$ cat config.mk
export PLATFORM = sky130hd
export DESIGN_NAME = sd_card_spi_host_sequencer_unit
export DESIGN_NICKNAME = d
export VERILOG_FILES = /design/src/hdl/sdspi_pkg.sv /design/src/hdl/sd_card_spi_host_sequencer_unit.sv /design/src/hdl/sdspi_crc.sv /design/src/hdl/sdspi_core.sv
export SDC_FILE = /design/constraint.sdc
export NUM_CORES = 1
export LEC_CHECK = 0
export BUFFER_PORTS_ARGS = -buffer_cell sky130_fd_sc_hd__buf_2
export CAP_MARGIN = 10
export CORE_MARGIN = 3
export CORE_UTILIZATION = 50
export CTS_CLUSTER_SIZE = 24
export DETAILED_ROUTE_END_ITERATION = 6
export PLACE_DENSITY = 0.76
export SLEW_MARGIN = 20
export SYNTH_ARGS = -nofsm -noshare
export SYNTH_HDL_FRONTEND = slang
export SYNTH_HIERARCHICAL = 1
export SYNTH_SLANG_ARGS = --single-unit
$ cat constraint.sdc
create_clock -name clk -period 6.9 [get_ports clk]
set_input_delay 0.69 -clock clk [delete_from_list [all_inputs] [get_ports clk]]
set_output_delay 0.69 -clock clk [all_outputs]
set_load 0.05 [all_outputs]
$ cat src/hdl/sdspi_pkg.sv
// ============================================================================
// SD card SPI host sequencer package
// Shared codes, configuration and result records and the CRC7 byte step.
// ============================================================================
package sdspi_pkg;

    // Operation codes of an input item.
    localparam logic [2:0] OP_BYTE        = 3'd0;
    localparam logic [2:0] OP_TICK        = 3'd1;
    localparam logic [2:0] OP_CONNECT     = 3'd2;
    localparam logic [2:0] OP_DISCONNECT  = 3'd3;
    localparam logic [2:0] OP_START_READ  = 3'd4;
    localparam logic [2:0] OP_READ_SECTOR = 3'd5;
    localparam logic [2:0] OP_STOP_READ   = 3'd6;
    localparam logic [2:0] OP_SYNC        = 3'd7;

    // Completion status codes.
    localparam logic [1:0] ST_OK      = 2'd0;
    localparam logic [1:0] ST_TIMEOUT = 2'd1;
    localparam logic [1:0] ST_FAULT   = 2'd2;
    localparam logic [1:0] ST_INVALID = 2'd3;

    // Card conditions.
    localparam logic [1:0] CARD_UNLOADED = 2'd0;
    localparam logic [1:0] CARD_READY    = 2'd1;
    localparam logic [1:0] CARD_READING  = 2'd2;

    // Configuration register indexes.
    localparam int CFG_INDEX_W = 3;
    localparam logic [CFG_INDEX_W-1:0] CFG_RESET_DEADLINE = 3'd0;
    localparam logic [CFG_INDEX_W-1:0] CFG_INIT_DEADLINE  = 3'd1;
    localparam logic [CFG_INDEX_W-1:0] CFG_IDLE_DEADLINE  = 3'd2;
    localparam logic [CFG_INDEX_W-1:0] CFG_DATA_DEADLINE  = 3'd3;
    localparam logic [CFG_INDEX_W-1:0] CFG_RETRY_DELAY    = 3'd4;

    localparam logic [15:0] RESET_DEADLINE_DEFAULT = 16'd1000;
    localparam logic [15:0] INIT_DEADLINE_DEFAULT  = 16'd1000;
    localparam logic [15:0] IDLE_DEADLINE_DEFAULT  = 16'd500;
    localparam logic [15:0] DATA_DEADLINE_DEFAULT  = 16'd100;
    localparam logic [9:0]  RETRY_DELAY_DEFAULT    = 10'd10;

    // Protocol sizes.
    localparam int SECTOR_BYTES   = 512;
    localparam int SECTOR_SHIFT   = $clog2(SECTOR_BYTES);
    localparam int CLEAR_BYTES    = 16;
    localparam int RESPONSE_TRIES = 9;
    localparam int IDLE_PROBES    = 16;

    typedef struct packed {
        logic [15:0] reset_deadline;
        logic [15:0] init_deadline;
        logic [15:0] idle_deadline;
        logic [15:0] data_deadline;
        logic [9:0]  retry_delay;
    } cfg_t;

    // Request to the CRC unit: command index and argument of a new frame.
    typedef struct packed {
        logic        start;
        logic [5:0]  cmd;
        logic [31:0] arg;
    } crc_req_t;

    typedef struct packed {
        logic       tx_request;
        logic [7:0] tx_byte;
        logic       chip_select;
        logic       slow_clock;
        logic       data_valid;
        logic [7:0] data_byte;
        logic       data_last;
        logic       request_done;
        logic [1:0] status;
        logic [1:0] card_condition;
        logic       block_addressing;
    } res_t;

    // One byte through the CRC7 register, polynomial x^7 + x^3 + 1, MSB first.
    function automatic logic [6:0] crc7_byte(input logic [6:0] c, input logic [7:0] b);
        logic [6:0] r;
        logic       fb;
        r = c;
        for (int i = 7; i >= 0; i--)
        begin
            fb = b[i] ^ r[6];
            r  = {r[5:0], 1'b0};
            if (fb)
            begin
                r = r ^ 7'h09;
            end
        end
        return r;
    endfunction

endpackage

$ cat src/hdl/sd_card_spi_host_sequencer_unit.sv
// ============================================================================
// SD card SPI host sequencer
// Top level: configuration registers, sequencer core, CRC unit, result stage.
// ============================================================================
// The block drives an SD card in SPI mode one event at a time. Each input
// item carries an operation (a byte exchange finished, a time tick, or a host
// request: connect, disconnect, start read, read sector, stop read, sync)
// and always yields exactly one result item: the next byte to exchange, the
// chip select and slow clock levels, a sector byte when one arrived, and a
// completion status when a request ends. An item is taken in every cycle in
// which the result register is empty or its item is being taken, so one
// item per clock is sustained; the result is registered and appears in the
// cycle after its item. The command CRC is worked out by a small unit one
// argument byte per cycle and is ready by the time the sixth frame byte is
// asked for. The five configuration registers hold the tick budgets and
// the retry pause; write them only while no request is running.
module sd_card_spi_host_sequencer_unit
(
    input  logic        clk,
    input  logic        rst_n,
    input  logic        in_valid,
    output logic        in_ready,
    input  logic [2:0]  operation,
    input  logic [7:0]  rx_byte,
    input  logic [31:0] block_address,
    output logic        out_valid,
    input  logic        out_ready,
    output logic        tx_request,
    output logic [7:0]  tx_byte,
    output logic        chip_select,
    output logic        slow_clock,
    output logic        data_valid,
    output logic [7:0]  data_byte,
    output logic        data_last,
    output logic        request_done,
    output logic [1:0]  status,
    output logic [1:0]  card_condition,
    output logic        block_addressing,
    input  logic        cfg_write_enable,
    input  logic [sdspi_pkg::CFG_INDEX_W-1:0] cfg_index,
    input  logic [15:0] cfg_data
);
    import sdspi_pkg::*;

    cfg_t     cfg_reg;
    res_t     res_next;
    res_t     res_reg;
    logic     out_valid_reg;
    logic     accept;
    crc_req_t crc_req;
    logic [6:0] crc_value;

    // The result register frees up in the same cycle its item is taken.
    assign in_ready = !out_valid_reg || out_ready;
    assign accept   = in_valid && in_ready;

    // Configuration writes land directly; an index past the list is dropped.
    always_ff @(posedge clk or negedge rst_n)
    begin
        if (!rst_n)
        begin
            cfg_reg.reset_deadline <= RESET_DEADLINE_DEFAULT;
            cfg_reg.init_deadline  <= INIT_DEADLINE_DEFAULT;
            cfg_reg.idle_deadline  <= IDLE_DEADLINE_DEFAULT;
            cfg_reg.data_deadline  <= DATA_DEADLINE_DEFAULT;
            cfg_reg.retry_delay    <= RETRY_DELAY_DEFAULT;
        end
        else if (cfg_write_enable)
        begin
            case (cfg_index)
                CFG_RESET_DEADLINE: cfg_reg.reset_deadline <= cfg_data;
                CFG_INIT_DEADLINE:  cfg_reg.init_deadline  <= cfg_data;
                CFG_IDLE_DEADLINE:  cfg_reg.idle_deadline  <= cfg_data;
                CFG_DATA_DEADLINE:  cfg_reg.data_deadline  <= cfg_data;
                CFG_RETRY_DELAY:    cfg_reg.retry_delay    <= cfg_data[9:0];
                default:            cfg_reg.retry_delay    <= cfg_reg.retry_delay;
            endcase
        end
    end

    sdspi_crc u_crc
    (
        .clk   (clk),
        .rst_n (rst_n),
        .req   (crc_req),
        .crc   (crc_value)
    );

    sdspi_core u_core
    (
        .clk           (clk),
        .rst_n         (rst_n),
        .accept        (accept),
        .operation     (operation),
        .rx_byte       (rx_byte),
        .block_address (block_address),
        .cfg           (cfg_reg),
        .crc_value     (crc_value),
        .crc_req       (crc_req),
        .res           (res_next)
    );

    // Result stage: holds one result item until the consumer takes it.
    always_ff @(posedge clk or negedge rst_n)
    begin
        if (!rst_n)
        begin
            out_valid_reg <= 1'b0;
        end
        else if (accept)
        begin
            out_valid_reg <= 1'b1;
        end
        else if (out_ready)
        begin
            out_valid_reg <= 1'b0;
        end
    end

    always_ff @(posedge clk)
    begin
        if (accept)
        begin
            res_reg <= res_next;
        end
    end

    assign out_valid        = out_valid_reg;
    assign tx_request       = res_reg.tx_request;
    assign tx_byte          = res_reg.tx_byte;
    assign chip_select      = res_reg.chip_select;
    assign slow_clock       = res_reg.slow_clock;
    assign data_valid       = res_reg.data_valid;
    assign data_byte        = res_reg.data_byte;
    assign data_last        = res_reg.data_last;
    assign request_done     = res_reg.request_done;
    assign status           = res_reg.status;
    assign card_condition   = res_reg.card_condition;
    assign block_addressing = res_reg.block_addressing;

endmodule

$ cat src/hdl/sdspi_crc.sv
// ============================================================================
// SD card SPI command CRC unit
// Computes the CRC7 of a command frame, one argument byte per cycle.
// ============================================================================
module sdspi_crc
(
    input  logic              clk,
    input  logic              rst_n,
    input  sdspi_pkg::crc_req_t req,
    output logic [6:0]        crc
);
    import sdspi_pkg::*;

    logic [6:0]  crc_reg, crc_next;
    logic [31:0] arg_reg, arg_next;
    logic [2:0]  cnt_reg, cnt_next;

    // The command byte is folded in at the start; the four argument bytes
    // follow, top byte first, and are all in before the CRC byte goes out.
    always_comb
    begin
        crc_next = crc_reg;
        arg_next = arg_reg;
        cnt_next = cnt_reg;
        if (req.start)
        begin
            crc_next = crc7_byte(7'd0, {2'b01, req.cmd});
            arg_next = req.arg;
            cnt_next = 3'd4;
        end
        else if (cnt_reg != 3'd0)
        begin
            crc_next = crc7_byte(crc_reg, arg_reg[31:24]);
            arg_next = {arg_reg[23:0], 8'h00};
            cnt_next = cnt_reg - 3'd1;
        end
    end

    always_ff @(posedge clk or negedge rst_n)
    begin
        if (!rst_n)
        begin
            cnt_reg <= 3'd0;
            crc_reg <= 7'd0;
        end
        else
        begin
            cnt_reg <= cnt_next;
            crc_reg <= crc_next;
        end
    end

    always_ff @(posedge clk)
    begin
        arg_reg <= arg_next;
    end

    assign crc = crc_reg;

endmodule

$ cat src/hdl/sdspi_core.sv
// ============================================================================
// SD card SPI sequencer core
// Holds the sequencer state and works out one item's result and next state.
// ============================================================================
module sdspi_core
(
    input  logic                clk,
    input  logic                rst_n,
    input  logic                accept,
    input  logic [2:0]          operation,
    input  logic [7:0]          rx_byte,
    input  logic [31:0]         block_address,
    input  sdspi_pkg::cfg_t     cfg,
    input  logic [6:0]          crc_value,
    output sdspi_pkg::crc_req_t crc_req,
    output sdspi_pkg::res_t     res
);
    import sdspi_pkg::*;

    localparam logic [4:0] P_IDLE         = 5'd0;
    localparam logic [4:0] P_C_START      = 5'd1;
    localparam logic [4:0] P_C_ARM        = 5'd2;
    localparam logic [4:0] P_C_CMD0       = 5'd3;
    localparam logic [4:0] P_C_CMD0_CHK   = 5'd4;
    localparam logic [4:0] P_C_CMD8       = 5'd5;
    localparam logic [4:0] P_C_CMD8_CHK   = 5'd6;
    localparam logic [4:0] P_C_CMD55      = 5'd7;
    localparam logic [4:0] P_C_CMD55_CHK  = 5'd8;
    localparam logic [4:0] P_C_ACMD41     = 5'd9;
    localparam logic [4:0] P_C_ACMD41_CHK = 5'd10;
    localparam logic [4:0] P_C_RETRY      = 5'd11;
    localparam logic [4:0] P_C_CMD58      = 5'd12;
    localparam logic [4:0] P_C_CMD58_CHK  = 5'd13;
    localparam logic [4:0] P_C_CMD1       = 5'd14;
    localparam logic [4:0] P_C_CMD1_CHK   = 5'd15;
    localparam logic [4:0] P_C_CMD16      = 5'd16;
    localparam logic [4:0] P_C_CMD16_CHK  = 5'd17;
    localparam logic [4:0] P_D_SYNC       = 5'd18;
    localparam logic [4:0] P_D_CLEAR      = 5'd19;
    localparam logic [4:0] P_D_END        = 5'd20;
    localparam logic [4:0] P_Y_SYNC       = 5'd21;
    localparam logic [4:0] P_Y_END        = 5'd22;
    localparam logic [4:0] P_R_CMD        = 5'd23;
    localparam logic [4:0] P_R_CHK        = 5'd24;
    localparam logic [4:0] P_S_TOKEN      = 5'd25;
    localparam logic [4:0] P_S_CHK        = 5'd26;
    localparam logic [4:0] P_T_CMD        = 5'd27;
    localparam logic [4:0] P_T_CHK        = 5'd28;

    localparam logic [3:0] S_NONE  = 4'd0;
    localparam logic [3:0] S_CLEAR = 4'd1;
    localparam logic [3:0] S_IFAST = 4'd2;
    localparam logic [3:0] S_ISLOW = 4'd3;
    localparam logic [3:0] S_IWAIT = 4'd4;
    localparam logic [3:0] S_FRAME = 4'd5;
    localparam logic [3:0] S_R1    = 4'd6;
    localparam logic [3:0] S_TAIL  = 4'd7;
    localparam logic [3:0] S_DELAY = 4'd8;
    localparam logic [3:0] S_TOKEN = 4'd9;
    localparam logic [3:0] S_DATA  = 4'd10;
    localparam logic [3:0] S_CRC   = 4'd11;

    localparam logic [5:0] CMD_GO_IDLE    = 6'd0;
    localparam logic [5:0] CMD_SEND_OP    = 6'd1;
    localparam logic [5:0] CMD_IF_COND    = 6'd8;
    localparam logic [5:0] CMD_BLOCKLEN   = 6'd16;
    localparam logic [5:0] CMD_READ_MULTI = 6'd18;
    localparam logic [5:0] CMD_SD_OP_COND = 6'd41;
    localparam logic [5:0] CMD_APP        = 6'd55;
    localparam logic [5:0] CMD_READ_OCR   = 6'd58;

    localparam logic [31:0] ARG_IF_COND = 32'h0000_01AA;
    localparam logic [31:0] ARG_OP_COND = 32'h4000_01AA;
    localparam logic [39:0] STOP_FRAME  = 40'h4C_0000_0000;
    localparam logic [7:0]  STOP_CRC    = 8'h01;
    localparam logic [7:0]  R1_IDLE     = 8'h01;
    localparam logic [7:0]  R1_READY    = 8'h00;
    localparam logic [7:0]  R1_ILLEGAL  = 8'h05;
    localparam logic [7:0]  BUS_IDLE    = 8'hFF;
    localparam logic [7:0]  DATA_TOKEN  = 8'hFE;

    typedef struct packed {
        logic [4:0]  phase;
        logic [1:0]  card;
        logic        block_mode;
        logic [39:0] frame_hi;
        logic        stop_frame;
        logic [9:0]  byte_count;
        logic [4:0]  try_count;
        logic [15:0] deadline;
        logic [9:0]  delay;
        logic [7:0]  resp;
        logic [31:0] addr;
        logic [3:0]  sub;
        logic [15:0] idle_left;
        logic        cs;
        logic        slow;
        logic        want_frame;
        logic        want_tail;
        logic        release_end;
        logic        ocr_high;
    } st_t;

    typedef struct packed {
        st_t        st;
        logic       done;
        logic [1:0] status;
        crc_req_t   req;
    } adv_t;

    st_t st_reg, st_next;

    function automatic st_t start_cmd(input st_t s, input logic [5:0] cmd,
                                      input logic [31:0] arg, input logic idle,
                                      input logic tail, input logic rel);
        st_t r;
        r             = s;
        r.frame_hi    = {2'b01, cmd, arg};
        r.stop_frame  = 1'b0;
        r.want_frame  = 1'b1;
        r.want_tail   = tail;
        r.release_end = rel;
        r.cs          = 1'b1;
        r.byte_count  = 10'd0;
        r.try_count   = 5'd0;
        r.sub         = idle ? S_IFAST : S_FRAME;
        return r;
    endfunction

    function automatic st_t cmd_done(input st_t s);
        st_t r;
        r = s;
        if (r.release_end)
        begin
            r.cs = 1'b0;
        end
        r.sub = S_NONE;
        return r;
    endfunction

    // One step of the request sequence, taken when no byte stage is running.
    function automatic adv_t advance(input st_t s, input cfg_t c);
        adv_t a;
        a.st     = s;
        a.done   = 1'b0;
        a.status = ST_OK;
        a.req    = '0;
        case (s.phase)
            P_C_START:
            begin
                a.st.slow       = 1'b1;
                a.st.block_mode = 1'b0;
                a.st.cs         = 1'b0;
                a.st.byte_count = 10'd0;
                a.st.sub        = S_CLEAR;
                a.st.phase      = P_C_ARM;
            end
            P_C_ARM:
            begin
                a.st.deadline = c.reset_deadline;
                a.st.phase    = P_C_CMD0;
            end
            P_C_CMD0:
            begin
                a.st       = start_cmd(s, CMD_GO_IDLE, 32'd0, 1'b0, 1'b0, 1'b1);
                a.req      = '{1'b1, CMD_GO_IDLE, 32'd0};
                a.st.phase = P_C_CMD0_CHK;
            end
            P_C_CMD0_CHK:
            begin
                if (s.resp == R1_IDLE)
                begin
                    a.st.phase = P_C_CMD8;
                end
                else if (s.deadline == 16'd0)
                begin
                    a.st.card  = CARD_UNLOADED;
                    a.st.phase = P_IDLE;
                    a.done     = 1'b1;
                    a.status   = ST_TIMEOUT;
                end
                else
                begin
                    a.st.delay = c.retry_delay;
                    a.st.sub   = S_DELAY;
                    a.st.phase = P_C_CMD0;
                end
            end
            P_C_CMD8:
            begin
                a.st       = start_cmd(s, CMD_IF_COND, ARG_IF_COND, 1'b1, 1'b1, 1'b1);
                a.req      = '{1'b1, CMD_IF_COND, ARG_IF_COND};
                a.st.phase = P_C_CMD8_CHK;
            end
            P_C_CMD8_CHK:
            begin
                a.st.deadline = c.init_deadline;
                a.st.phase    = (s.resp != R1_ILLEGAL) ? P_C_CMD55 : P_C_CMD1;
            end
            P_C_CMD55:
            begin
                a.st       = start_cmd(s, CMD_APP, 32'd0, 1'b1, 1'b0, 1'b1);
                a.req      = '{1'b1, CMD_APP, 32'd0};
                a.st.phase = P_C_CMD55_CHK;
            end
            P_C_CMD55_CHK:
            begin
                a.st.phase = (s.resp == R1_IDLE) ? P_C_ACMD41 : P_C_RETRY;
            end
            P_C_ACMD41:
            begin
                a.st       = start_cmd(s, CMD_SD_OP_COND, ARG_OP_COND, 1'b1, 1'b1, 1'b1);
                a.req      = '{1'b1, CMD_SD_OP_COND, ARG_OP_COND};
                a.st.phase = P_C_ACMD41_CHK;
            end
            P_C_ACMD41_CHK:
            begin
                a.st.phase = (s.resp == R1_READY) ? P_C_CMD58 : P_C_RETRY;
            end
            P_C_RETRY:
            begin
                if (s.deadline == 16'd0)
                begin
                    a.st.card  = CARD_UNLOADED;
                    a.st.phase = P_IDLE;
                    a.done     = 1'b1;
                    a.status   = ST_TIMEOUT;
                end
                else
                begin
                    a.st.delay = c.retry_delay;
                    a.st.sub   = S_DELAY;
                    a.st.phase = P_C_CMD55;
                end
            end
            P_C_CMD58:
            begin
                a.st          = start_cmd(s, CMD_READ_OCR, 32'd0, 1'b1, 1'b1, 1'b1);
                a.st.ocr_high = 1'b0;
                a.req         = '{1'b1, CMD_READ_OCR, 32'd0};
                a.st.phase    = P_C_CMD58_CHK;
            end
            P_C_CMD58_CHK:
            begin
                if (s.ocr_high)
                begin
                    a.st.block_mode = 1'b1;
                end
                a.st.slow  = 1'b0;
                a.st.phase = P_C_CMD16;
            end
            P_C_CMD1:
            begin
                a.st       = start_cmd(s, CMD_SEND_OP, 32'd0, 1'b1, 1'b0, 1'b1);
                a.req      = '{1'b1, CMD_SEND_OP, 32'd0};
                a.st.phase = P_C_CMD1_CHK;
            end
            P_C_CMD1_CHK:
            begin
                if (s.resp == R1_READY)
                begin
                    a.st.slow  = 1'b0;
                    a.st.phase = P_C_CMD16;
                end
                else if (s.resp != R1_IDLE)
                begin
                    a.st.card  = CARD_UNLOADED;
                    a.st.phase = P_IDLE;
                    a.done     = 1'b1;
                    a.status   = ST_FAULT;
                end
                else if (s.deadline == 16'd0)
                begin
                    a.st.card  = CARD_UNLOADED;
                    a.st.phase = P_IDLE;
                    a.done     = 1'b1;
                    a.status   = ST_TIMEOUT;
                end
                else
                begin
                    a.st.delay = c.retry_delay;
                    a.st.sub   = S_DELAY;
                    a.st.phase = P_C_CMD1;
                end
            end
            P_C_CMD16:
            begin
                a.st       = start_cmd(s, CMD_BLOCKLEN, 32'(SECTOR_BYTES),
                                       1'b1, 1'b0, 1'b1);
                a.req      = '{1'b1, CMD_BLOCKLEN, 32'(SECTOR_BYTES)};
                a.st.phase = P_C_CMD16_CHK;
            end
            P_C_CMD16_CHK:
            begin
                a.st.card  = (s.resp != R1_READY) ? CARD_UNLOADED : CARD_READY;
                a.st.phase = P_IDLE;
                a.done     = 1'b1;
                a.status   = (s.resp != R1_READY) ? ST_FAULT : ST_OK;
            end
            P_D_SYNC, P_Y_SYNC:
            begin
                a.st.want_frame  = 1'b0;
                a.st.want_tail   = 1'b0;
                a.st.release_end = 1'b1;
                a.st.cs          = 1'b1;
                a.st.try_count   = 5'd0;
                a.st.sub         = S_IFAST;
                a.st.phase       = (s.phase == P_D_SYNC) ? P_D_CLEAR : P_Y_END;
            end
            P_D_CLEAR:
            begin
                a.st.card       = CARD_UNLOADED;
                a.st.cs         = 1'b0;
                a.st.byte_count = 10'd0;
                a.st.sub        = S_CLEAR;
                a.st.phase      = P_D_END;
            end
            P_D_END, P_Y_END:
            begin
                a.st.phase = P_IDLE;
                a.done     = 1'b1;
                a.status   = ST_OK;
            end
            P_R_CMD:
            begin
                a.req = '{1'b1, CMD_READ_MULTI,
                          s.block_mode ? s.addr : (s.addr << SECTOR_SHIFT)};
                a.st       = start_cmd(s, CMD_READ_MULTI, a.req.arg, 1'b1, 1'b0, 1'b0);
                a.st.phase = P_R_CHK;
            end
            P_R_CHK:
            begin
                if (s.resp != R1_READY)
                begin
                    a.st.cs   = 1'b0;
                    a.st.card = CARD_READY;
                    a.status  = ST_FAULT;
                end
                a.st.phase = P_IDLE;
                a.done     = 1'b1;
            end
            P_S_TOKEN:
            begin
                a.st.deadline = c.data_deadline;
                a.st.sub      = S_TOKEN;
                a.st.phase    = P_S_CHK;
            end
            P_S_CHK:
            begin
                if (s.resp != DATA_TOKEN)
                begin
                    a.st.cs   = 1'b0;
                    a.st.card = CARD_READY;
                    a.status  = ST_TIMEOUT;
                end
                a.st.phase = P_IDLE;
                a.done     = 1'b1;
            end
            P_T_CMD:
            begin
                a.st.frame_hi    = STOP_FRAME;
                a.st.stop_frame  = 1'b1;
                a.st.want_frame  = 1'b1;
                a.st.want_tail   = 1'b0;
                a.st.release_end = 1'b1;
                a.st.byte_count  = 10'd0;
                a.st.sub         = S_FRAME;
                a.st.phase       = P_T_CHK;
            end
            P_T_CHK:
            begin
                a.st.card  = CARD_READY;
                a.st.phase = P_IDLE;
                a.done     = 1'b1;
                a.status   = ST_OK;
            end
            default:
            begin
                a.st.phase = P_IDLE;
            end
        endcase
        return a;
    endfunction

    st_t        s;
    adv_t       a1;
    adv_t       a2;
    logic       moved;
    logic       busy_sub;
    logic       r_done;
    logic [1:0] r_status;
    logic       r_valid;
    logic       r_last;
    logic [7:0] r_data;
    logic       tx;
    logic [7:0] txb;
    logic [9:0] bc_inc;
    logic [4:0] try_inc;
    logic [2:0] fidx;
    logic [39:0] fshift;

    assign busy_sub = (st_reg.sub != S_NONE) && (st_reg.sub != S_IWAIT)
                      && (st_reg.sub != S_DELAY);
    assign bc_inc   = st_reg.byte_count + 10'd1;
    assign try_inc  = st_reg.try_count + 5'd1;

    always_comb
    begin
        s        = st_reg;
        moved    = 1'b0;
        r_done   = 1'b0;
        r_status = ST_OK;
        r_valid  = 1'b0;
        r_last   = 1'b0;
        r_data   = 8'h00;
        a1       = '0;
        a2       = '0;
        crc_req  = '0;

        if (operation == OP_BYTE)
        begin
            if (busy_sub)
            begin
                moved = 1'b1;
                case (st_reg.sub)
                    S_CLEAR:
                    begin
                        s.byte_count = bc_inc;
                        if (bc_inc >= 10'(CLEAR_BYTES))
                        begin
                            s.sub = S_NONE;
                        end
                    end
                    S_IFAST:
                    begin
                        s.try_count = try_inc;
                        if (rx_byte == BUS_IDLE)
                        begin
                            if (s.want_frame)
                            begin
                                s.sub        = S_FRAME;
                                s.byte_count = 10'd0;
                            end
                            else
                            begin
                                s = cmd_done(s);
                            end
                        end
                        else if (try_inc >= 5'(IDLE_PROBES))
                        begin
                            s.idle_left = cfg.idle_deadline;
                            s.sub       = S_ISLOW;
                        end
                    end
                    S_ISLOW:
                    begin
                        if ((rx_byte == BUS_IDLE) || (st_reg.idle_left == 16'd0))
                        begin
                            if (s.want_frame)
                            begin
                                s.sub        = S_FRAME;
                                s.byte_count = 10'd0;
                            end
                            else
                            begin
                                s = cmd_done(s);
                            end
                        end
                        else
                        begin
                            s.delay = cfg.retry_delay;
                            s.sub   = S_IWAIT;
                        end
                    end
                    S_FRAME:
                    begin
                        s.byte_count = bc_inc;
                        if (bc_inc >= (st_reg.stop_frame ? 10'd7 : 10'd6))
                        begin
                            s.sub       = S_R1;
                            s.try_count = 5'd0;
                        end
                    end
                    S_R1:
                    begin
                        if ((rx_byte == BUS_IDLE) && (try_inc < 5'(RESPONSE_TRIES)))
                        begin
                            s.try_count = try_inc;
                        end
                        else
                        begin
                            s.try_count = try_inc;
                            s.resp      = rx_byte;
                            if (s.want_tail)
                            begin
                                s.sub        = S_TAIL;
                                s.byte_count = 10'd0;
                            end
                            else
                            begin
                                s = cmd_done(s);
                            end
                        end
                    end
                    S_TAIL:
                    begin
                        if (st_reg.byte_count == 10'd0)
                        begin
                            s.ocr_high = rx_byte[6];
                        end
                        s.byte_count = bc_inc;
                        if (bc_inc >= 10'd4)
                        begin
                            s = cmd_done(s);
                        end
                    end
                    S_TOKEN:
                    begin
                        if (rx_byte == DATA_TOKEN)
                        begin
                            s.resp       = rx_byte;
                            s.sub        = S_DATA;
                            s.byte_count = 10'd0;
                        end
                        else if (st_reg.deadline == 16'd0)
                        begin
                            s.resp = rx_byte;
                            s.sub  = S_NONE;
                        end
                    end
                    S_DATA:
                    begin
                        r_valid      = 1'b1;
                        r_data       = rx_byte;
                        s.byte_count = bc_inc;
                        if (bc_inc >= 10'(SECTOR_BYTES))
                        begin
                            r_last       = 1'b1;
                            s.sub        = S_CRC;
                            s.byte_count = 10'd0;
                        end
                    end
                    S_CRC:
                    begin
                        s.byte_count = bc_inc;
                        if (bc_inc >= 10'd2)
                        begin
                            s.sub = S_NONE;
                        end
                    end
                    default:
                    begin
                        s.sub = st_reg.sub;
                    end
                endcase
            end
        end
        else if (operation == OP_TICK)
        begin
            if (st_reg.deadline != 16'd0)
            begin
                s.deadline = st_reg.deadline - 16'd1;
            end
            if (st_reg.idle_left != 16'd0)
            begin
                s.idle_left = st_reg.idle_left - 16'd1;
            end
            if ((st_reg.sub == S_IWAIT) || (st_reg.sub == S_DELAY))
            begin
                if (st_reg.delay <= 10'd1)
                begin
                    s.delay = 10'd0;
                    s.sub   = (st_reg.sub == S_IWAIT) ? S_ISLOW : S_NONE;
                    moved   = 1'b1;
                end
                else
                begin
                    s.delay = st_reg.delay - 10'd1;
                end
            end
        end
        else if (st_reg.phase == P_IDLE)
        begin
            moved = 1'b1;
            case (operation)
                OP_CONNECT:
                begin
                    s.phase = P_C_START;
                end
                OP_DISCONNECT:
                begin
                    if (st_reg.card == CARD_UNLOADED)
                    begin
                        r_done = 1'b1;
                    end
                    else if (st_reg.card != CARD_READY)
                    begin
                        r_done   = 1'b1;
                        r_status = ST_INVALID;
                    end
                    else
                    begin
                        s.phase = P_D_SYNC;
                    end
                end
                OP_START_READ:
                begin
                    if (st_reg.card != CARD_READY)
                    begin
                        r_done   = 1'b1;
                        r_status = ST_INVALID;
                    end
                    else
                    begin
                        s.card  = CARD_READING;
                        s.addr  = block_address;
                        s.phase = P_R_CMD;
                    end
                end
                OP_READ_SECTOR:
                begin
                    if (st_reg.card != CARD_READING)
                    begin
                        r_done   = 1'b1;
                        r_status = ST_INVALID;
                    end
                    else
                    begin
                        s.phase = P_S_TOKEN;
                    end
                end
                OP_STOP_READ:
                begin
                    if (st_reg.card != CARD_READING)
                    begin
                        r_done   = 1'b1;
                        r_status = ST_INVALID;
                    end
                    else
                    begin
                        s.phase = P_T_CMD;
                    end
                end
                default:
                begin
                    s.phase = P_Y_SYNC;
                end
            endcase
        end

        // At most two sequence steps can follow one item before a byte stage,
        // a pause or the end of the request stops the chain.
        if (moved && (s.phase != P_IDLE) && (s.sub == S_NONE))
        begin
            a1       = advance(s, cfg);
            s        = a1.st;
            r_done   = r_done | a1.done;
            r_status = r_status | a1.status;
            if (a1.req.start)
            begin
                crc_req = a1.req;
            end
            if ((s.phase != P_IDLE) && (s.sub == S_NONE))
            begin
                a2       = advance(s, cfg);
                s        = a2.st;
                r_done   = r_done | a2.done;
                r_status = r_status | a2.status;
                if (a2.req.start)
                begin
                    crc_req = a2.req;
                end
            end
        end
        crc_req.start = crc_req.start & accept;
        st_next = s;
    end

    // Byte to send next, taken from the final state of this item.
    assign fidx   = s.byte_count[2:0];
    assign fshift = s.frame_hi >> (6'd32 - {fidx, 3'b000});

    always_comb
    begin
        tx  = moved && (s.sub != S_NONE) && (s.sub != S_IWAIT) && (s.sub != S_DELAY);
        txb = 8'h00;
        if (tx)
        begin
            txb = BUS_IDLE;
            if ((s.sub == S_FRAME) && (s.byte_count < 10'd6))
            begin
                if (s.byte_count < 10'd5)
                begin
                    txb = fshift[7:0];
                end
                else
                begin
                    txb = s.stop_frame ? STOP_CRC : {crc_value, 1'b1};
                end
            end
        end
    end

    always_comb
    begin
        res.tx_request       = tx;
        res.tx_byte          = txb;
        res.chip_select      = s.cs;
        res.slow_clock       = s.slow;
        res.data_valid       = r_valid;
        res.data_byte        = r_data;
        res.data_last        = r_last;
        res.request_done     = r_done;
        res.status           = r_done ? r_status : ST_OK;
        res.card_condition   = s.card;
        res.block_addressing = s.block_mode;
    end

    always_ff @(posedge clk or negedge rst_n)
    begin
        if (!rst_n)
        begin
            st_reg      <= '0;
            st_reg.resp <= BUS_IDLE;
        end
        else if (accept)
        begin
            st_reg <= st_next;
        end
    end

endmodule
Word level (Yosys, flattened, before mapping)
Cells that the tools add are included.
{"block": "word_totals", "mem_bits_rw": 0, "rom_bits": 0, "out_inout_bits": 29, "latchBits": 0, "input_bits": 67, "word_cells": 511, "ff_bits": 300, "mem_count": 0}
{"block": "classes", "div_mod_pow": 0, "n_shift": 1, "n_mul": 0, "n_mux": 259, "bitwise": 33, "addsub": 7, "order_cmp": 10, "n_eq_ne": 94, "reduce_logical": 68}
{"operator": "41-bit case mux with 9 select lines", "n": 2}
{"operator": "39-bit case mux with 8 select lines", "n": 2}
{"operator": "156-bit 2-to-1 mux", "n": 2}
{"operator": "39-bit 2-to-1 mux", "n": 7}
{"operator": "32-bit 2-to-1 mux", "n": 8}
{"operator": "5-bit case mux with 21 select lines", "n": 2}
{"operator": "7-bit 2-to-1 mux", "n": 29}
{"operator": "10-bit 2-to-1 mux", "n": 18}
{"operator": "4-bit 2-to-1 mux", "n": 35}
{"operator": "5-bit equality test, second input constant", "n": 26}
{"operator": "107-bit 2-to-1 mux", "n": 1}
{"operator": "26-bit case mux with 4 select lines", "n": 1}
{"operator": "16-bit case mux with 3 select lines", "n": 2}
{"operator": "32-bit case mux with 3 select lines", "n": 1}
{"operator": "22-bit case mux with 4 select lines", "n": 1}
{"operator": "81-bit 2-to-1 mux", "n": 1}
{"operator": "5-bit by 4-bit equality test with 1-bit output, second input constant", "n": 16}
{"operator": "26-bit 2-to-1 mux", "n": 3}
{"operator": "10-bit case mux with 7 select lines", "n": 1}
{"operator": "3-bit 2-to-1 mux", "n": 22}
{"operator": "66-bit 2-to-1 mux", "n": 1}
{"operator": "16-bit logical NOT", "n": 4}
{"operator": "20-bit 2-to-1 mux", "n": 3}
{"operator": "5-bit 2-to-1 mux", "n": 12}
{"operator": "other kinds (84)", "n": 272}

Logic depth before layout (Yosys ltp)
{"block": "depth", "depth_word": 53, "depth_mapped": 25, "ltp_nobuf": 22}

Cells and area by module
The synthesis kept the hierarchy.
{"mod": "sdspi_core", "n_inst": 1, "seq_area_each_um2": 3913.8, "area_each_um2": 13499.2, "cells_each": 1814}
{"mod": "sd_card_spi_host_sequencer_unit", "n_inst": 1, "seq_area_each_um2": 2716.4, "area_each_um2": 3718.6, "cells_each": 191}
{"mod": "sdspi_crc", "n_inst": 1, "seq_area_each_um2": 1211.2, "area_each_um2": 2031.9, "cells_each": 138}

Worst setup path before layout
No wires, ideal clock.
{"block": "synth_timing", "path_kind": "input to register", "startpoint": "input operation[0]", "endpoint": "register res_reg (netlist bit tx_byte[1]), data pin", "required_time_ns": 6.733, "setup_time_ns": 0.167, "path_buffers": 2, "arrival_time_ns": 5.829, "cell_stages": 22, "slack_ns": 0.903, "path_cell_list": "buf_2 > or4b_2 > a2111oi_2 > a211oi_1 > nor2_1 > nand3_1 > a211oi_2 > nor3_1 > and2_1 > buf_2 > a211oi_4 > a21oi_1 > o21ai_1 > nand2_1 > ha_1 > and3_1 > nor3_1 > o211ai_2 > or3_1 > o21ai_0 > a31oi_1 > a221oi_2"}
{"block": "synth_via", "elab_chain_cells": 21, "elab_cells_between_ends": 142, "cone_classes": "1 x add/sub; 2 x order compare; 53 x eq/ne; 1 x shift; 59 x mux; 26 x reduce/logical"}
{"element": "start, declared", "line": "sd_card_spi_host_sequencer_unit.sv:23", "rtl": "input logic [2:0] operation,"}
{"element": "3-bit by 1-bit equality test with 1-bit output", "line": "sdspi_core.sv:558", "rtl": "else if (operation == OP_TICK)"}
{"element": "26-bit 2-to-1 mux", "line": "sdspi_core.sv:558"}
{"element": "26-bit 2-to-1 mux", "line": "sdspi_core.sv:420", "rtl": "if (operation == OP_BYTE)"}
{"element": "16-bit logical NOT", "line": "sdspi_core.sv:175, sdspi_core.sv:222, sdspi_core.sv:272"}
{"element": "4-bit 2-to-1 mux", "line": "sdspi_core.sv:272", "rtl": "else if (s.deadline == 16'd0)"}
{"element": "6-bit 2-to-1 mux", "line": "sdspi_core.sv:265", "rtl": "else if (s.resp != R1_IDLE)"}
{"element": "7-bit 2-to-1 mux"}
{"element": "7-bit 2-to-1 mux", "line": "sdspi_core.sv:148", "rtl": "case (s.phase)"}
{"element": "(+5 left out)"}
{"element": "11-bit OR reduction (no source line), or another cell as far along"}
{"element": "10-bit 2-to-1 mux or 4-bit case mux with 7 select lines (tied branches)", "line": "sdspi_core.sv:148"}
{"element": "156-bit 2-to-1 mux", "line": "sdspi_core.sv:663", "rtl": "if ((s.phase != P_IDLE) && (s.sub == S_NONE))"}
{"element": "156-bit 2-to-1 mux", "line": "sdspi_core.sv:653", "rtl": "if (moved && (s.phase != P_IDLE) && (s.sub == S_NONE))"}
{"element": "6-bit subtractor or 4-bit nonzero test (tied branches)", "line": "sdspi_core.sv:681, sdspi_core.sv:685"}
{"element": "40-bit by 6-bit right shift with 8-bit output or 1-bit logical AND (tied branches)", "line": "sdspi_core.sv:681, sdspi_core.sv:685"}
{"element": "8-bit 2-to-1 mux or 1-bit logical AND (tied branches)", "line": "sdspi_core.sv:692, sdspi_core.sv:685"}
{"element": "8-bit 2-to-1 mux or 1-bit logical AND (tied branches)", "line": "sdspi_core.sv:690, sdspi_core.sv:685"}
{"element": "end signal, assigned", "line": "sd_card_spi_host_sequencer_unit.sv:124", "rtl": "res_reg <= res_next;"}
{"element": "end, declared", "line": "sd_card_spi_host_sequencer_unit.sv:47", "rtl": "res_t res_reg;"}
Several ways; a longest one is shown, not always the timed one. The select of a mux whose other input is x is not followed.
A chain may end at the register's enable or synchronous reset.

Final worst setup path
{"block": "layout_timing", "startpoint": "register u_core/st_reg[82] (netlist name)", "endpoint": "register res_reg (netlist bit tx_byte[3]), data pin"}
{"block": "layout_via", "elab_chain_cells": 23, "elab_cells_between_ends": 100, "cone_classes": "2 x add/sub; 2 x order compare; 25 x eq/ne; 1 x shift; 50 x mux; 20 x reduce/logical"}
{"element": "start, declared", "line": "sdspi_core.sv:111", "rtl": "st_t st_reg, st_next;"}
{"element": "start signal, assigned", "line": "sdspi_core.sv:728", "rtl": "st_reg <= st_next;"}
{"element": "branches (longest 18 deep; another with 16-bit by 1-bit subtractor with 16-bit output)"}
{"element": "156-bit 2-to-1 mux *", "line": "sdspi_core.sv:653"}
{"element": "6-bit subtractor or 4-bit nonzero test (tied branches)", "line": "sdspi_core.sv:681, sdspi_core.sv:685"}
{"element": "40-bit by 6-bit right shift with 8-bit output or 1-bit logical AND (tied branches)", "line": "sdspi_core.sv:681, sdspi_core.sv:685"}
{"element": "8-bit 2-to-1 mux or 1-bit logical AND (tied branches)", "line": "sdspi_core.sv:692, sdspi_core.sv:685"}
{"element": "8-bit 2-to-1 mux or 1-bit logical AND (tied branches)", "line": "sdspi_core.sv:690, sdspi_core.sv:685"}
Mark *: on every way between the ends. The select of a mux whose other input is x is not followed.

==> results.yml <==
yosys:
  syn_nets: 2221
  synthCells: 2143
  synth_seq_cells: 300
  synthDominantCellAreaShare: 0.2730
  synth_ff_type: "dfrtp_1"
  synthesis.area_um2: 19250
  synth_commonest_cells: "nand2_1 (238), dfrtp_1 (210), nor2_1 (208)"
  synth_xor_area_frac: 0.01833
  synth_adder_area_share: 0.007150
  synth-edff-count: 59
  postSynth.asyncResetShare: 0.8033
  synth_top_family_by_area: "compound AO/OA/AOI/OAI gates"
  netlist_top_cells_area: "dfrtp_1 (27%), edfxtp_1 (9.2%), mux2_2 (7.3%)"
  syn_avg_cell_area_um2: 8.983
  yosysWarnings: 6
  yosys.area.top_type: "dfrtp_1"
  muxShareOfSynthArea: 0.08976
  yosysUniqueCellTypes: 107
  synth-simple-area-share: 0.2040
  yosysSeqAreaShare: 0.4073
  yosysMostFrequentCell: "nand2_1"
  synth_compound_area_frac: 0.2294
grt:
  grt_max_degree: 162
  grt-ovfl-total: 0
  met2_usage: 0.4475
  grt.busiest_layer: "met1"
  grt_use_met3: 0.05460
  grt_use_total: 0.3011
  gr-usage-met1: 0.4530
  antenna_found_initial: 1
  first_global_vias: 16820
  grt_pass1_wl_um: 98680
critical_path:
  cp.arrival_ns: 6.71
  cp.required_ns: 7.27
  cp-end-kind: "flop"
  path_max_fanout: 9
  cp-start-kind: "flop"
  critPathKind: "flop to flop"
timing:
  whs_ns: 0.1088
  rsz0062_at_grt: "no"
  period_minus_slack_ns: 6.343
  fmax_ghz: 0.1577
  relSlewSlack: 0.3053
  setup_violations: 0
  setup_tns_ns: 0
  tightestPinTransition_ns: 1.033
  fin_skew_ns: 0.02107
  finalMaxSlewViolations: 0
  setup_ws_ns: 0.5572
  fin_crit_sh: 0.9192
  hold_viol_final: 0
floorplan:
  rows: 71
  die_w_um: 202.2
  ioPinCount: 96
  die_h_um: 202.2
  start_util: 0.5087
  core_area_um2: 37840
  dieArea_um2: 40890
clock_network:
  ctsHoldBuffers: 0
  cts_resized: 0
  htreeDepth: 2
  cts_buffer_depth: 3
  clock-sinks: 300
  cts_tree: "yes"
  clock_latency_ns: 0.56
  numCtsBuffers: 35
  root_buffer: "clkbuf_16"
  clk_pin_slew_ns: 0.06
  cts_setup_buffers: 0
status:
  violations: "design-rule violations"
  status: "finished with violations"
place:
  io_buffer_count: 95
  gp_congestion: 0.9554
  dp_slack_ns: 0.6813
  hpwlAfterDp_um: 45310
worst_hold_path:
  hp-class: "primary input to asynchronous set/reset pin"
finish:
  drive_gt1_frac: 0.2008
  final_util: 0.5704
  fillers: 3311
  multiInputGateArea_um2: 10640
  fin_nets: 2287
  diodes: 0
  layout.area.seq_um2: 7841
  area_growth_pct: 12.14
  largest_reg_flops: 156
power:
  vdd_drop_max_mv: 0.2247
  power_mw: 7.180
  leakage_nw: 8.558
  power.density_nw_per_um2: 332.6
drt:
  vias: 17970
  ant_nets: 0
  avgRoutedWirePerCell_um: 22.94
  routed_wl_um: 63010
  drt_iter0_drc: 2530
  drt-pass1-iter-count: 7
  via_per_inst: 6.542
  drc: 8
run:
  cap_violations: 0
==> cells by family (layout without fill, tap and decap cells) <==
family	after synthesis	count (layout)
compound gates	655	655
xor+xnor	33	33
fa+ha+maj	11	11
buf+inv	191	284
flops	300	300
mux	157	157
simple gates	796	796
==> metrics by stage <==
step	cells	instance area (um2)
after floorplan	2143	19250
after global placement	2682	20350
after detailed placement	2682	20350
after CTS	2746	21550
after global routing	2747	21590
final	2747	21590
==> worst max-delay path, stage by stage (launching register included) <==
cell and delay, ns:
dfrtp_1 0.46, or4_4 0.59, or4_1 0.62, o2111ai_1 0.27
o211ai_1 0.22, a31oi_1 0.57, nor3_1 0.19, nor3_1 0.54
nor3_4 0.15, a211oi_4 0.45, a21oi_1 0.15, o21ai_1 0.19
nand2_1 0.08, ha_1 0.28, and3_1 0.17, nor3_1 0.20
o211ai_2 0.12, or3_1 0.38, o21ai_0 0.22, a31oi_1 0.07
a211oi_1 0.23
==> layer usage <==
metal  vias up  share of wire
li1       8118              -
met1      8760           0.45
met2       955           0.44
met3       138          0.092
met4         0          0.026
met5         -              0
==> final cells by class <==
cell class | instances | share of cell area
tap | 511 | 0.02962
inverter | 49 | 0.008521
clock buffer | 42 | 0.04371
timing repair buffer | 171 | 0.05037
sequential | 300 | 0.3633
clock inverter | 22 | 0.01177
multi-input combinational | 1652 | 0.4928
==> layout by cell type, fill, tap and decap left out, types with 20 or more instances in the layout <==
master	count
clkbuf_16	36
and2_1	26
o211ai_1	26
buf_2	94
nand3_1	68
o21ai_0	175
mux2_2	125
nand4_1	20
xnor2_1	20
or3_1	23
nand2b_1	37
nor3_1	54
mux2i_1	32
inv_1	47
a21oi_1	133
nand2_1	238
nor2_1	208
dfrtp_1	210
buf_4	73
edfxtp_1	59
a211oi_1	25
a31oi_1	25
nor4_1	21
dfstp_2	31
==> path summary, 6_finish.rpt <==
kind,depth (start not counted),endpoint,slack (ns),startpoint
worst max-delay path,20,tx_byte[3],0.56,u_core/st_reg[82]
worst min-delay path,1,u_core/st_reg[135],0.11,rst_n
worst max register to register,20,tx_byte[3],0.56,u_core/st_reg[82]
worst min register to register,1,u_core/st_reg[146],0.48,u_core/st_reg[146]
max in group asynchronous,2,cfg_reg[14],5.39,rst_n
min in group clk,2,out_valid,0.37,in_valid
==> report_power, final <==
group	switching, mW	internal, mW	total (mW)	leakage, nW
logic	1.71	1.06	2.77	4.37
clock network	0.773	1.17	1.94	0.589
registers	0.277	2.19	2.47	3.60
No activity file was read; power rests on OpenSTA's default activity.
